<file path="src/assert_macros.svh">
// Assertion macros for the RTL; each expects clk and rst_n in scope.
`ifndef ASSERT_MACROS_SVH
`define ASSERT_MACROS_SVH

// Same-cycle implication.
`define ASSERT_IMPLY(label, ante, cons, msg) \
  label: assert property (@(posedge clk) disable iff (!rst_n) (ante) |-> (cons)) \
    else $error(msg);

// Next-cycle implication.
`define ASSERT_NEXT(label, ante, cons, msg) \
  label: assert property (@(posedge clk) disable iff (!rst_n) (ante) |=> (cons)) \
    else $error(msg);

`endif

</file>
<file path="src/ppm_pkg.sv">
// Package: widths, character codes, phase type and item structs of the P3 parser.
package ppm_pkg;

  localparam int DIM_BITS = 16;
  localparam int CNT_W    = 32;
  localparam int PROD_W   = (2 * DIM_BITS > CNT_W) ? 2 * DIM_BITS : CNT_W;

  localparam logic [7:0] CH_0  = 8'd48;
  localparam logic [7:0] CH_9  = 8'd57;
  localparam logic [7:0] CH_LF = 8'd10;
  localparam logic [7:0] CH_CR = 8'd13;
  localparam logic [7:0] CH_SP = 8'd32;

  localparam logic KIND_HEADER = 1'b0;
  localparam logic KIND_PIXEL  = 1'b1;

  typedef enum logic [3:0] {
    PH_SIG0 = 4'd0,
    PH_SIG1 = 4'd1,
    PH_WID  = 4'd2,
    PH_HGT  = 4'd3,
    PH_MAX  = 4'd4,
    PH_RED  = 4'd5,
    PH_GRN  = 4'd6,
    PH_BLU  = 4'd7,
    PH_DONE = 4'd8
  } phase_t;

  typedef struct packed {
    logic [7:0] data_byte;
    logic       end_of_stream;
  } in_item_t;

  typedef struct packed {
    logic                kind;
    logic [DIM_BITS-1:0] width;
    logic [DIM_BITS-1:0] height;
    logic [DIM_BITS-1:0] max_level;
    logic [7:0]          red;
    logic [7:0]          green;
    logic [7:0]          blue;
    logic [CNT_W-1:0]    pixel_index;
    logic                last;
    logic                truncated;
  } res_t;

endpackage

</file>
<file path="src/ppm_in_if.sv">
// Interface: byte input channel of the P3 parser.
interface ppm_in_if;
  logic       valid;
  logic       ready;
  logic [7:0] data_byte;
  logic       end_of_stream;

  modport source (output valid, output data_byte, output end_of_stream, input ready);
  modport sink   (input valid, input data_byte, input end_of_stream, output ready);
endinterface

</file>
<file path="src/ppm_out_if.sv">
// Interface: result channel of the P3 parser (header and pixel items).
interface ppm_out_if;
  logic                         valid;
  logic                         ready;
  logic                         kind;
  logic [ppm_pkg::DIM_BITS-1:0] width;
  logic [ppm_pkg::DIM_BITS-1:0] height;
  logic [ppm_pkg::DIM_BITS-1:0] max_level;
  logic [7:0]                   red;
  logic [7:0]                   green;
  logic [7:0]                   blue;
  logic [ppm_pkg::CNT_W-1:0]    pixel_index;
  logic                         last;
  logic                         truncated;

  modport source (output valid, output kind, output width, output height, output max_level,
                  output red, output green, output blue, output pixel_index, output last,
                  output truncated, input ready);
  modport sink   (input valid, input kind, input width, input height, input max_level,
                  input red, input green, input blue, input pixel_index, input last,
                  input truncated, output ready);
endinterface

</file>
<file path="src/ppm_parse_core.sv">
// Parser core: phase machine, decimal accumulators, pixel counter and result build.
module ppm_parse_core (
  input  logic              clk,
  input  logic              rst_n,
  input  logic              fire,
  input  ppm_pkg::in_item_t item,
  output logic              res_valid,
  output ppm_pkg::res_t     res
);

  localparam int DB = ppm_pkg::DIM_BITS;
  localparam int CW = ppm_pkg::CNT_W;
  localparam int PW = ppm_pkg::PROD_W;

  ppm_pkg::phase_t phase_r, phase_nxt;
  logic [DB-1:0]   width_r, width_nxt;
  logic [DB-1:0]   height_r, height_nxt;
  logic [DB-1:0]   maxval_r, maxval_nxt;
  logic [7:0]      red_r, red_nxt;
  logic [7:0]      green_r, green_nxt;
  logic [7:0]      blue_r, blue_nxt;
  logic            digit_seen_r, digit_seen_nxt;
  logic [CW-1:0]   pixel_count_r, pixel_count_nxt;
  logic [CW-1:0]   last_idx_r, last_idx_nxt;
  logic [CW-1:0]   prod_r, prod_nxt;

  logic          is_digit;
  logic          is_term;
  logic [3:0]    dval;
  logic [DB-1:0] hdr_acc;
  logic [DB+3:0] hdr_wide;
  logic [DB-1:0] hdr_sat;
  logic          hdr_end;
  logic [7:0]    ch_acc;
  logic [7:0]    ch_new;
  logic          ch_end;
  logic          is_last;
  logic [PW-1:0] prod_full;
  ppm_pkg::res_t pix_res;

  assign is_digit = (item.data_byte >= ppm_pkg::CH_0) && (item.data_byte <= ppm_pkg::CH_9);
  assign is_term  = (item.data_byte == ppm_pkg::CH_LF) || (item.data_byte == ppm_pkg::CH_CR) ||
                    (item.data_byte == ppm_pkg::CH_SP);
  assign dval     = 4'(item.data_byte - ppm_pkg::CH_0);

  always_comb begin
    unique case (phase_r)
      ppm_pkg::PH_WID: hdr_acc = width_r;
      ppm_pkg::PH_HGT: hdr_acc = height_r;
      default:         hdr_acc = maxval_r;
    endcase
  end

  assign hdr_wide = ({4'b0, hdr_acc} << 3) + ({4'b0, hdr_acc} << 1) + (DB + 4)'(dval);
  assign hdr_sat  = (|hdr_wide[DB+3:DB]) ? {DB{1'b1}} : hdr_wide[DB-1:0];
  assign hdr_end  = is_term && (hdr_acc != '0);

  always_comb begin
    unique case (phase_r)
      ppm_pkg::PH_RED: ch_acc = red_r;
      ppm_pkg::PH_GRN: ch_acc = green_r;
      default:         ch_acc = blue_r;
    endcase
  end

  assign ch_new  = (ch_acc << 3) + (ch_acc << 1) + {4'b0, dval};
  assign ch_end  = !is_digit && digit_seen_r;
  assign is_last = (pixel_count_r == last_idx_r);

  // pixel total, saturated to the counter width and registered; width and height
  // are already stable before the header ends
  assign prod_full = PW'(width_r) * PW'(height_r);
  assign prod_nxt  = (|(prod_full >> CW)) ? {CW{1'b1}} : prod_full[CW-1:0];

  always_comb begin
    pix_res             = '0;
    pix_res.kind        = ppm_pkg::KIND_PIXEL;
    pix_res.red         = red_r;
    pix_res.green       = green_r;
    pix_res.blue        = blue_r;
    pix_res.pixel_index = pixel_count_r;
    pix_res.last        = is_last;
  end

  // next phase
  always_comb begin
    phase_nxt = phase_r;
    if (fire) begin
      unique case (phase_r)
        ppm_pkg::PH_SIG0: phase_nxt = item.end_of_stream ? ppm_pkg::PH_DONE : ppm_pkg::PH_SIG1;
        ppm_pkg::PH_SIG1: phase_nxt = item.end_of_stream ? ppm_pkg::PH_DONE : ppm_pkg::PH_WID;
        ppm_pkg::PH_WID: begin
          priority if (item.end_of_stream) phase_nxt = ppm_pkg::PH_DONE;
          else if (hdr_end)                phase_nxt = ppm_pkg::PH_HGT;
        end
        ppm_pkg::PH_HGT: begin
          priority if (item.end_of_stream) phase_nxt = ppm_pkg::PH_DONE;
          else if (hdr_end)                phase_nxt = ppm_pkg::PH_MAX;
        end
        ppm_pkg::PH_MAX: begin
          priority if (item.end_of_stream) phase_nxt = ppm_pkg::PH_DONE;
          else if (hdr_end)
            phase_nxt = (prod_r == '0) ? ppm_pkg::PH_DONE : ppm_pkg::PH_RED;
        end
        ppm_pkg::PH_RED: begin
          priority if (item.end_of_stream) phase_nxt = ppm_pkg::PH_DONE;
          else if (ch_end)                 phase_nxt = ppm_pkg::PH_GRN;
        end
        ppm_pkg::PH_GRN: begin
          priority if (item.end_of_stream) phase_nxt = ppm_pkg::PH_DONE;
          else if (ch_end)                 phase_nxt = ppm_pkg::PH_BLU;
        end
        ppm_pkg::PH_BLU: begin
          priority if (item.end_of_stream) phase_nxt = ppm_pkg::PH_DONE;
          else if (ch_end) phase_nxt = is_last ? ppm_pkg::PH_DONE : ppm_pkg::PH_RED;
        end
        default: phase_nxt = phase_r;
      endcase
    end
  end

  // datapath and result
  always_comb begin
    width_nxt       = width_r;
    height_nxt      = height_r;
    maxval_nxt      = maxval_r;
    red_nxt         = red_r;
    green_nxt       = green_r;
    blue_nxt        = blue_r;
    digit_seen_nxt  = digit_seen_r;
    pixel_count_nxt = pixel_count_r;
    last_idx_nxt    = last_idx_r;
    res_valid       = 1'b0;
    res             = '0;
    if (fire && !item.end_of_stream) begin
      unique case (phase_r)
        ppm_pkg::PH_WID: begin
          if (!hdr_end && is_digit) width_nxt = hdr_sat;
        end
        ppm_pkg::PH_HGT: begin
          if (!hdr_end && is_digit) height_nxt = hdr_sat;
        end
        ppm_pkg::PH_MAX: begin
          priority if (hdr_end) begin
            res_valid      = 1'b1;
            res.kind       = ppm_pkg::KIND_HEADER;
            res.width      = width_r;
            res.height     = height_r;
            res.max_level  = maxval_r;
            last_idx_nxt   = prod_r - CW'(1);
            red_nxt        = '0;
            green_nxt      = '0;
            blue_nxt       = '0;
            digit_seen_nxt = 1'b0;
          end else if (is_digit) begin
            maxval_nxt = hdr_sat;
          end
        end
        ppm_pkg::PH_RED, ppm_pkg::PH_GRN, ppm_pkg::PH_BLU: begin
          priority if (is_digit) begin
            digit_seen_nxt = 1'b1;
            unique case (phase_r)
              ppm_pkg::PH_RED: red_nxt   = ch_new;
              ppm_pkg::PH_GRN: green_nxt = ch_new;
              default:         blue_nxt  = ch_new;
            endcase
          end else if (digit_seen_r) begin
            digit_seen_nxt = 1'b0;
            if (phase_r == ppm_pkg::PH_BLU) begin
              res_valid = 1'b1;
              res       = pix_res;
              red_nxt   = '0;
              green_nxt = '0;
              blue_nxt  = '0;
              if (!is_last) pixel_count_nxt = pixel_count_r + CW'(1);
            end
          end
        end
        default: res_valid = 1'b0;
      endcase
    end else if (fire) begin
      // end of stream: flush a partial pixel that has at least one digit
      if ((phase_r == ppm_pkg::PH_RED && digit_seen_r) || phase_r == ppm_pkg::PH_GRN ||
          phase_r == ppm_pkg::PH_BLU) begin
        res_valid     = 1'b1;
        res           = pix_res;
        res.truncated = 1'b1;
      end
    end
  end

  always_ff @(posedge clk) begin
    if (!rst_n) begin
      phase_r       <= ppm_pkg::PH_SIG0;
      width_r       <= '0;
      height_r      <= '0;
      maxval_r      <= '0;
      red_r         <= '0;
      green_r       <= '0;
      blue_r        <= '0;
      digit_seen_r  <= 1'b0;
      pixel_count_r <= '0;
      last_idx_r    <= '0;
    end else begin
      phase_r       <= phase_nxt;
      width_r       <= width_nxt;
      height_r      <= height_nxt;
      maxval_r      <= maxval_nxt;
      red_r         <= red_nxt;
      green_r       <= green_nxt;
      blue_r        <= blue_nxt;
      digit_seen_r  <= digit_seen_nxt;
      pixel_count_r <= pixel_count_nxt;
      last_idx_r    <= last_idx_nxt;
    end
  end

  always_ff @(posedge clk) begin
    prod_r <= prod_nxt;
  end

endmodule

</file>
<file path="src/ppm_out_buf.sv">
// Result buffer: output register plus one skid entry.
module ppm_out_buf (
  input  logic          clk,
  input  logic          rst_n,
  input  logic          push,
  input  ppm_pkg::res_t push_data,
  output logic          space,
  output logic          out_valid,
  input  logic          out_ready,
  output ppm_pkg::res_t out_data
);

  logic          out_v_r, out_v_nxt;
  logic          skid_v_r, skid_v_nxt;
  ppm_pkg::res_t out_d_r, out_d_nxt;
  ppm_pkg::res_t skid_d_r, skid_d_nxt;
  logic          drain;

  assign drain     = !out_v_r || out_ready;
  assign space     = !skid_v_r;
  assign out_valid = out_v_r;
  assign out_data  = out_d_r;

  always_comb begin
    out_v_nxt  = out_v_r;
    out_d_nxt  = out_d_r;
    skid_v_nxt = skid_v_r;
    skid_d_nxt = skid_d_r;
    priority if (drain && skid_v_r) begin
      out_v_nxt  = 1'b1;
      out_d_nxt  = skid_d_r;
      skid_v_nxt = push;
      skid_d_nxt = push_data;
    end else if (drain) begin
      out_v_nxt = push;
      out_d_nxt = push_data;
    end else if (push) begin
      skid_v_nxt = 1'b1;
      skid_d_nxt = push_data;
    end
  end

  always_ff @(posedge clk) begin
    if (!rst_n) begin
      out_v_r  <= 1'b0;
      skid_v_r <= 1'b0;
    end else begin
      out_v_r  <= out_v_nxt;
      skid_v_r <= skid_v_nxt;
    end
  end

  always_ff @(posedge clk) begin
    out_d_r  <= out_d_nxt;
    skid_d_r <= skid_d_nxt;
  end

endmodule

</file>
<file path="src/ascii_ppm_stream_parser.sv">
// Top level: ASCII P3 image parser with input register, core and result buffer.
//
//   channel   dir  payload                                          role
//   in_ch     in   data_byte, end_of_stream                         file bytes
//   out_ch    out  kind, width, height, max_level, red, green,      header / pixels
//                  blue, pixel_index, last, truncated
//
// One byte per cycle while the skid entry is empty; each byte waits in the input
// register until the core takes it, and its result is registered in the output
// register, or in the skid entry when the output is stalled.
// Reset clears the phase, accumulators, counters and all valid flags.
// A stalled output fills the skid entry; input then stalls until it drains.
`include "assert_macros.svh"

module ascii_ppm_stream_parser (
  input logic    clk,
  input logic    rst_n,
  ppm_in_if.sink    in_ch,
  ppm_out_if.source out_ch
);

  logic              hold_v_r, hold_v_nxt;
  ppm_pkg::in_item_t hold_item_r;
  logic              fire;
  logic              buf_space;
  logic              in_acc;
  logic              res_valid;
  ppm_pkg::res_t     res;
  ppm_pkg::res_t     out_data;

  assign fire         = hold_v_r && buf_space;
  assign in_ch.ready  = !hold_v_r || fire;
  assign in_acc       = in_ch.valid && in_ch.ready;

  always_comb begin
    hold_v_nxt = hold_v_r;
    priority if (in_acc) hold_v_nxt = 1'b1;
    else if (fire)       hold_v_nxt = 1'b0;
  end

  always_ff @(posedge clk) begin
    if (!rst_n) begin
      hold_v_r <= 1'b0;
    end else begin
      hold_v_r <= hold_v_nxt;
    end
  end

  always_ff @(posedge clk) begin
    if (in_acc) begin
      hold_item_r.data_byte     <= in_ch.data_byte;
      hold_item_r.end_of_stream <= in_ch.end_of_stream;
    end
  end

  ppm_parse_core u_core (
    .clk       (clk),
    .rst_n     (rst_n),
    .fire      (fire),
    .item      (hold_item_r),
    .res_valid (res_valid),
    .res       (res)
  );

  ppm_out_buf u_buf (
    .clk       (clk),
    .rst_n     (rst_n),
    .push      (res_valid),
    .push_data (res),
    .space     (buf_space),
    .out_valid (out_ch.valid),
    .out_ready (out_ch.ready),
    .out_data  (out_data)
  );

  assign out_ch.kind        = out_data.kind;
  assign out_ch.width       = out_data.width;
  assign out_ch.height      = out_data.height;
  assign out_ch.max_level   = out_data.max_level;
  assign out_ch.red         = out_data.red;
  assign out_ch.green       = out_data.green;
  assign out_ch.blue        = out_data.blue;
  assign out_ch.pixel_index = out_data.pixel_index;
  assign out_ch.last        = out_data.last;
  assign out_ch.truncated   = out_data.truncated;

  `ASSERT_IMPLY(a_res_needs_fire, res_valid, fire, "result without a processed item")
  `ASSERT_IMPLY(a_skid_needs_out, !buf_space, out_ch.valid, "skid entry full with output empty")
  `ASSERT_NEXT(a_nothing_after_last, res_valid && res.kind == ppm_pkg::KIND_PIXEL && res.last,
               !res_valid, "result after the final pixel")

endmodule
</file>
<file path="src/flat_wrapper.sv">
// flat-port wrapper written by rule: the top's interface ports become plain ports
module ascii_ppm_stream_parser_flat 
  (clk, rst_n, in_ch_valid, in_ch_data_byte, in_ch_end_of_stream, in_ch_ready, out_ch_valid, out_ch_kind, out_ch_width, out_ch_height, out_ch_max_level, out_ch_red, out_ch_green, out_ch_blue, out_ch_pixel_index, out_ch_last, out_ch_truncated, out_ch_ready);
  ppm_in_if in_ch_i ();
  ppm_out_if out_ch_i ();
  input logic clk;
  input logic rst_n;
  input wire logic [$bits(in_ch_i.valid)-1:0] in_ch_valid;
  input wire logic [$bits(in_ch_i.data_byte)-1:0] in_ch_data_byte;
  input wire logic [$bits(in_ch_i.end_of_stream)-1:0] in_ch_end_of_stream;
  output wire logic [$bits(in_ch_i.ready)-1:0] in_ch_ready;
  output wire logic [$bits(out_ch_i.valid)-1:0] out_ch_valid;
  output wire logic [$bits(out_ch_i.kind)-1:0] out_ch_kind;
  output wire logic [$bits(out_ch_i.width)-1:0] out_ch_width;
  output wire logic [$bits(out_ch_i.height)-1:0] out_ch_height;
  output wire logic [$bits(out_ch_i.max_level)-1:0] out_ch_max_level;
  output wire logic [$bits(out_ch_i.red)-1:0] out_ch_red;
  output wire logic [$bits(out_ch_i.green)-1:0] out_ch_green;
  output wire logic [$bits(out_ch_i.blue)-1:0] out_ch_blue;
  output wire logic [$bits(out_ch_i.pixel_index)-1:0] out_ch_pixel_index;
  output wire logic [$bits(out_ch_i.last)-1:0] out_ch_last;
  output wire logic [$bits(out_ch_i.truncated)-1:0] out_ch_truncated;
  input wire logic [$bits(out_ch_i.ready)-1:0] out_ch_ready;
  assign in_ch_i.valid = in_ch_valid;
  assign in_ch_i.data_byte = in_ch_data_byte;
  assign in_ch_i.end_of_stream = in_ch_end_of_stream;
  assign in_ch_ready = in_ch_i.ready;
  assign out_ch_valid = out_ch_i.valid;
  assign out_ch_kind = out_ch_i.kind;
  assign out_ch_width = out_ch_i.width;
  assign out_ch_height = out_ch_i.height;
  assign out_ch_max_level = out_ch_i.max_level;
  assign out_ch_red = out_ch_i.red;
  assign out_ch_green = out_ch_i.green;
  assign out_ch_blue = out_ch_i.blue;
  assign out_ch_pixel_index = out_ch_i.pixel_index;
  assign out_ch_last = out_ch_i.last;
  assign out_ch_truncated = out_ch_i.truncated;
  assign out_ch_i.ready = out_ch_ready;
  ascii_ppm_stream_parser u_core (.clk(clk), .rst_n(rst_n), .in_ch(in_ch_i), .out_ch(out_ch_i));
endmodule
</file>
<file path="config.mk">
export PLATFORM = sky130hd
export DESIGN_NAME = ascii_ppm_stream_parser_flat
export DESIGN_NICKNAME = d
export VERILOG_FILES = /design/src/ppm_pkg.sv /design/src/ppm_in_if.sv /design/src/ppm_out_if.sv /design/src/ppm_parse_core.sv /design/src/ppm_out_buf.sv /design/src/ascii_ppm_stream_parser.sv /design/src/flat_wrapper.sv
export VERILOG_INCLUDE_DIRS = /design/src /design/src/src
export SDC_FILE = /design/constraint.sdc
export NUM_CORES = 1
export LEC_CHECK = 0
export BUFFER_PORTS_ARGS = -buffer_cell sky130_fd_sc_hd__buf_2
export CORE_MARGIN = 2
export CORE_UTILIZATION = 39
export CTS_BUF_LIST = sky130_fd_sc_hd__clkbuf_2 sky130_fd_sc_hd__clkbuf_4 sky130_fd_sc_hd__clkbuf_8
export CTS_CLUSTER_SIZE = 28
export DETAILED_ROUTE_END_ITERATION = 8
export PLACE_DENSITY_LB_ADDON = 0.15
export SLEW_MARGIN = 10
export SYNTH_ARGS = -nofsm -noshare
export SYNTH_HDL_FRONTEND = slang
export SYNTH_SLANG_ARGS = --single-unit
export TNS_END_PERCENT = 20
</file>
<file path="constraint.sdc">
create_clock -name clk -period 10.9 [get_ports clk]
set_input_delay 2.18 -clock clk [delete_from_list [all_inputs] [get_ports clk]]
set_output_delay 2.18 -clock clk [all_outputs]
set_load 0.1 [all_outputs]
</file>
==> results.md <==
- Status: completed
- Netlist Area Pre-Place: 0.0259 sq mm
- Detailed Route Iter0 Violations: 1,049
- Yosys warning total: 0
- Max-cap check violation count: 0
- CTS H-tree lvls: 3
- Capturing element type of the critical path: flip-flop
- Total number of placement rows: 94
- Delay of the slowest cell on the worst path: 1.00 ns
- Cell types with the highest counts after synthesis: sky130_fd_sc_hd__inv_1, sky130_fd_sc_hd__nand2_1, sky130_fd_sc_hd__and2_1
- Minimum period implied by the final worst setup slack: 6.58 ns
- Required time of the worst setup path: 11.41 ns
- Quantity of gates resized following cts: 0
- Setup repair after global routing missed its margin: no
- Cell with the most instances after synthesis: sky130_fd_sc_hd__inv_1
- Proportion of layout cells with a drive suffix above 1: 0.109
- Final-layout setup total negative slack: 0 ns
- Clock tree from TritonCTS: done
- Period utilization: 0.604
- Count of antenna-violating nets left after detailed routing: 0
- Buf/Inv on CP: 3
- Number of antenna violations at the first check in global routing: 1
- Area Growth Syn to Fin: 10.5%
- Num ports: 122
- Synth top area share: 0.258
- Setup-violating endpoint count in the final report: 0
- Ys flop type: sky130_fd_sc_hd__edfxtp_1
- Post-synthesis sequential area ratio: 0.394
- Fmax: 0.152 GHz
- Number of port buffers: 121
- Most Frequent Cell on Critical Path: sky130_fd_sc_hd__fa_1
- Congestion Overflow GR: 0
- Post-synthesis async set-or-reset flop share: 0
- PD cells: 107 mW/mm^2
- Vertical die dimension: 262 um
- Number of flip-flops and latches in the synthesized netlist: 399
- Die Width: 262 um
- Total clock sinks: 399
- Max FO, Critical Path: 20
- Leak: 0.0138 uW
- Total of hold buffers inserted after clock tree synthesis: 0
- GRT Total Usage: 0.186
- Class of the tightest hold or removal check: flip-flop to flip-flop
- Via-per-instance ratio: 5.14
- Pin count of the biggest net entering global routing: 79
- Hold Path Origin: u_core.u_core.blue_r[7]
- Final wirelength: 62.7 mm
- Share of the core filled with cells: 0.435
- Syn Nets: 2,876
- Cell type with the highest aggregate area in the netlist: sky130_fd_sc_hd__edfxtp_1
- 1st-pass router iterations: 5
- Source of the critical timing path: u_core.u_core.height_r[8]
- RD Place Congestion: 0.857
- Average detailed-routed wire length per instance: 18.0 um
- Number of unique standard cell types used by synthesis: 72
- Buffer levels on the longest clock path: 3
- Launch instance of the worst register-to-register path: u_core.u_core.height_r[8]
- Category of the most critical setup path: flip-flop to flip-flop
- Root cell of the clock tree: sky130_fd_sc_hd__clkbuf_8
- Core region area: 0.0657 sq mm
- Clk_lat worst skew: 0.66 ns
- Max VDD drop: 0.0716 mV
- Number of post-CTS setup repair buffers: 0
- Startpoint Class: flip-flop
- Starting utilization of the core area: 0.394
- Post-DP HPWL: 44.8 mm
- Synthesized area per cell: 10.3 sq um
- Final-layout worst hold slack: 0.462 ns
- Final max-slew violation count: 0
- Post-synth EDFFs: 223
- Count of vias placed by the detailed router: 18,000
- Final #Nets: 2,933
- Via count of the first global-routing pass: 18,600
- Final clock skew: 0.0408 ns
- Die area: 0.0685 sq mm
- Synth top area cells: sky130_fd_sc_hd__edfxtp_1, sky130_fd_sc_hd__fa_1, sky130_fd_sc_hd__dfxtp_1
- CP top delay family: adder cells
- Worst slew margin: 0.249
- Global-route wire length before repair: 101 mm
- Sequence of cells on the critical path: nand2_1 -> fa_1 -> fa_1 -> inv_1 -> fa_1 -> fa_1 -> fa_1 -> inv_1 -> fa_1 -> inv_1 -> ha_1 -> o21ai_0 -> a21boi_0 -> o21ai_0 -> a21oi_1 -> a31oi_1 -> o21ai_0 -> o311ai_0
- Transition time of the tightest slew-check pin: 1.13 ns
- Number of instances in the synthesized netlist: 2,518
- Count of unresolved DRC violations after routing: 0
- Inserted Clock Buffers: 73
- Final Hold Fails: 0
- Cell type of the slowest stage on the worst timing path: sky130_fd_sc_hd__dfxtp_1
- Clock input transition at the sequential cells of the worst setup and hold paths: 0.06 ns
- Data arrival time of the critical path: 7.09 ns
[registers in the layout (all words and copies together), names as in the netlist]
signal	cells
u_core.u_buf.skid_v_r	1
u_core.u_core.green_r	8
u_core.u_core.last_idx_r	32
u_core.u_buf.skid_d_r	107
u_core.u_core.red_r	8
u_core.hold_v_r	1
u_core.u_core.blue_r	8
u_core.u_buf.out_valid	1
u_core.u_core.pixel_count_r	32
u_core.u_core.height_r	16
u_core.u_core.maxval_r	16
u_core.u_core.prod_r	32
u_core.u_core.digit_seen_r	1
u_core.u_core.phase_r	4
u_core.u_core.width_r	16
u_core.hold_item_r	9
u_core.u_buf.out_data	107
[tightest hold or removal path: cells and delay by family, from the launching register on]
kind	cells	cell delay (ns)
AND/OR/NAND/NOR	1	0.05
multiplexers	1	0.06
flip-flops	1	0.31
[logic make-up (layout without fill, tap and decap cells)]
family / Yosys count / count (layout) / share of synthesized area
AOI/OAI and AO/OA: 453 / 453 / 0.113
xor gates and xnor gates: 128 / 128 / 0.0433
adders and majority gates: 345 / 345 / 0.224
buffers and inverters: 413 / 523 / 0.0608
DFF: 399 / 399 / 0.394
muxes: 44 / 44 / 0.0170
other: 0 / 1 / 0
and+or+nand+nor: 736 / 736 / 0.148
[final cells by class]
cell class                      instances  area [sq um]
Fill cell                            6361         37100
Multi-Input combinational cell       1706         14100
Sequential cell                       399         10200
Clock buffer                          106          1320
Tap cell                              864          1080
Inverter                              258           971
Timing Repair Buffer                  137           726
Clock inverter                         22           179
Antenna cell                            1          2.50
[metal layers]
layer,part of all wire,routed length [um],vias to the layer above,track usage
met4,0.021,1330,0,0.0556
met1,0.46,29000,8886,0.252
met5,0,0,-,0
li1,-,-,8598,-
met3,0.045,2850,100,0.0297
met2,0.47,29600,386,0.307
[worst paths after layout]
| check | to | cells past startpoint | slack [ns] |
|---|---|---|---|
| setup / recovery | u_core.u_core.prod_r[30] | 18 | 4.32 |
| hold / removal | u_core.u_core.blue_r[7] | 2 | 0.46 |
| setup reg to reg | u_core.u_core.prod_r[30] | 18 | 4.32 |
| hold reg to reg | u_core.u_core.blue_r[7] | 2 | 0.46 |
[power by group]
| group | leakage [uW] | internal, uW | switching (uW) |
|---|---|---|---|
| combinational | 0.00894 | 8.50 | 20.9 |
| clock | 0.000782 | 824 | 639 |
| sequential | 0.00404 | 1580 | 3.99 |
[layout by cell type (no fill, tap or decap), types with 4 or more instances in the layout]
master,synthesis,layout
sky130_fd_sc_hd__o21ai_0,96,96
sky130_fd_sc_hd__and2_1,227,226
sky130_fd_sc_hd__fa_1,198,198
sky130_fd_sc_hd__a211oi_1,27,27
sky130_fd_sc_hd__clkinv_2,0,4
sky130_fd_sc_hd__and3_1,17,16
sky130_fd_sc_hd__nand2b_1,19,19
sky130_fd_sc_hd__mux2i_1,43,43
sky130_fd_sc_hd__o21a_1,6,6
sky130_fd_sc_hd__clkbuf_4,0,23
sky130_fd_sc_hd__a21oi_1,80,79
sky130_fd_sc_hd__xnor2_1,101,101
sky130_fd_sc_hd__a21o_1,127,127
sky130_fd_sc_hd__clkbuf_8,0,83
sky130_fd_sc_hd__inv_1,257,256
sky130_fd_sc_hd__nand2_1,245,245
sky130_fd_sc_hd__o22ai_1,8,8
sky130_fd_sc_hd__ha_1,147,147
sky130_fd_sc_hd__o21bai_1,12,12
sky130_fd_sc_hd__a31oi_1,57,57
sky130_fd_sc_hd__nand3_1,26,26
sky130_fd_sc_hd__xor2_1,27,27
sky130_fd_sc_hd__clkinv_1,1,9
sky130_fd_sc_hd__edfxtp_1,223,223
sky130_fd_sc_hd__nor2b_1,7,7
sky130_fd_sc_hd__buf_2,20,121
sky130_fd_sc_hd__or3_1,10,10
sky130_fd_sc_hd__nor3_1,22,22
sky130_fd_sc_hd__nor2_1,91,91
sky130_fd_sc_hd__dfxtp_1,176,175
sky130_fd_sc_hd__nor4_1,26,26
sky130_fd_sc_hd__o31ai_1,12,12
sky130_fd_sc_hd__buf_4,0,16
sky130_fd_sc_hd__nand4_1,16,16
[metrics by stage]
stage | instance area, sq um | cells | power, uW | setup slack, ns
after floorplan | 25900 | 2518 | 1630 | 2.70
after global placement | 27100 | 3364 | 1640 | 4.47
after detailed placement | 27100 | 3364 | 1640 | 4.37
after CTS | 28600 | 3492 | 3120 | 4.32
after global routing | 28600 | 3493 | 3190 | 3.87
final | 28600 | 3493 | 3070 | 4.32
(Power assumes the default switching activity.)
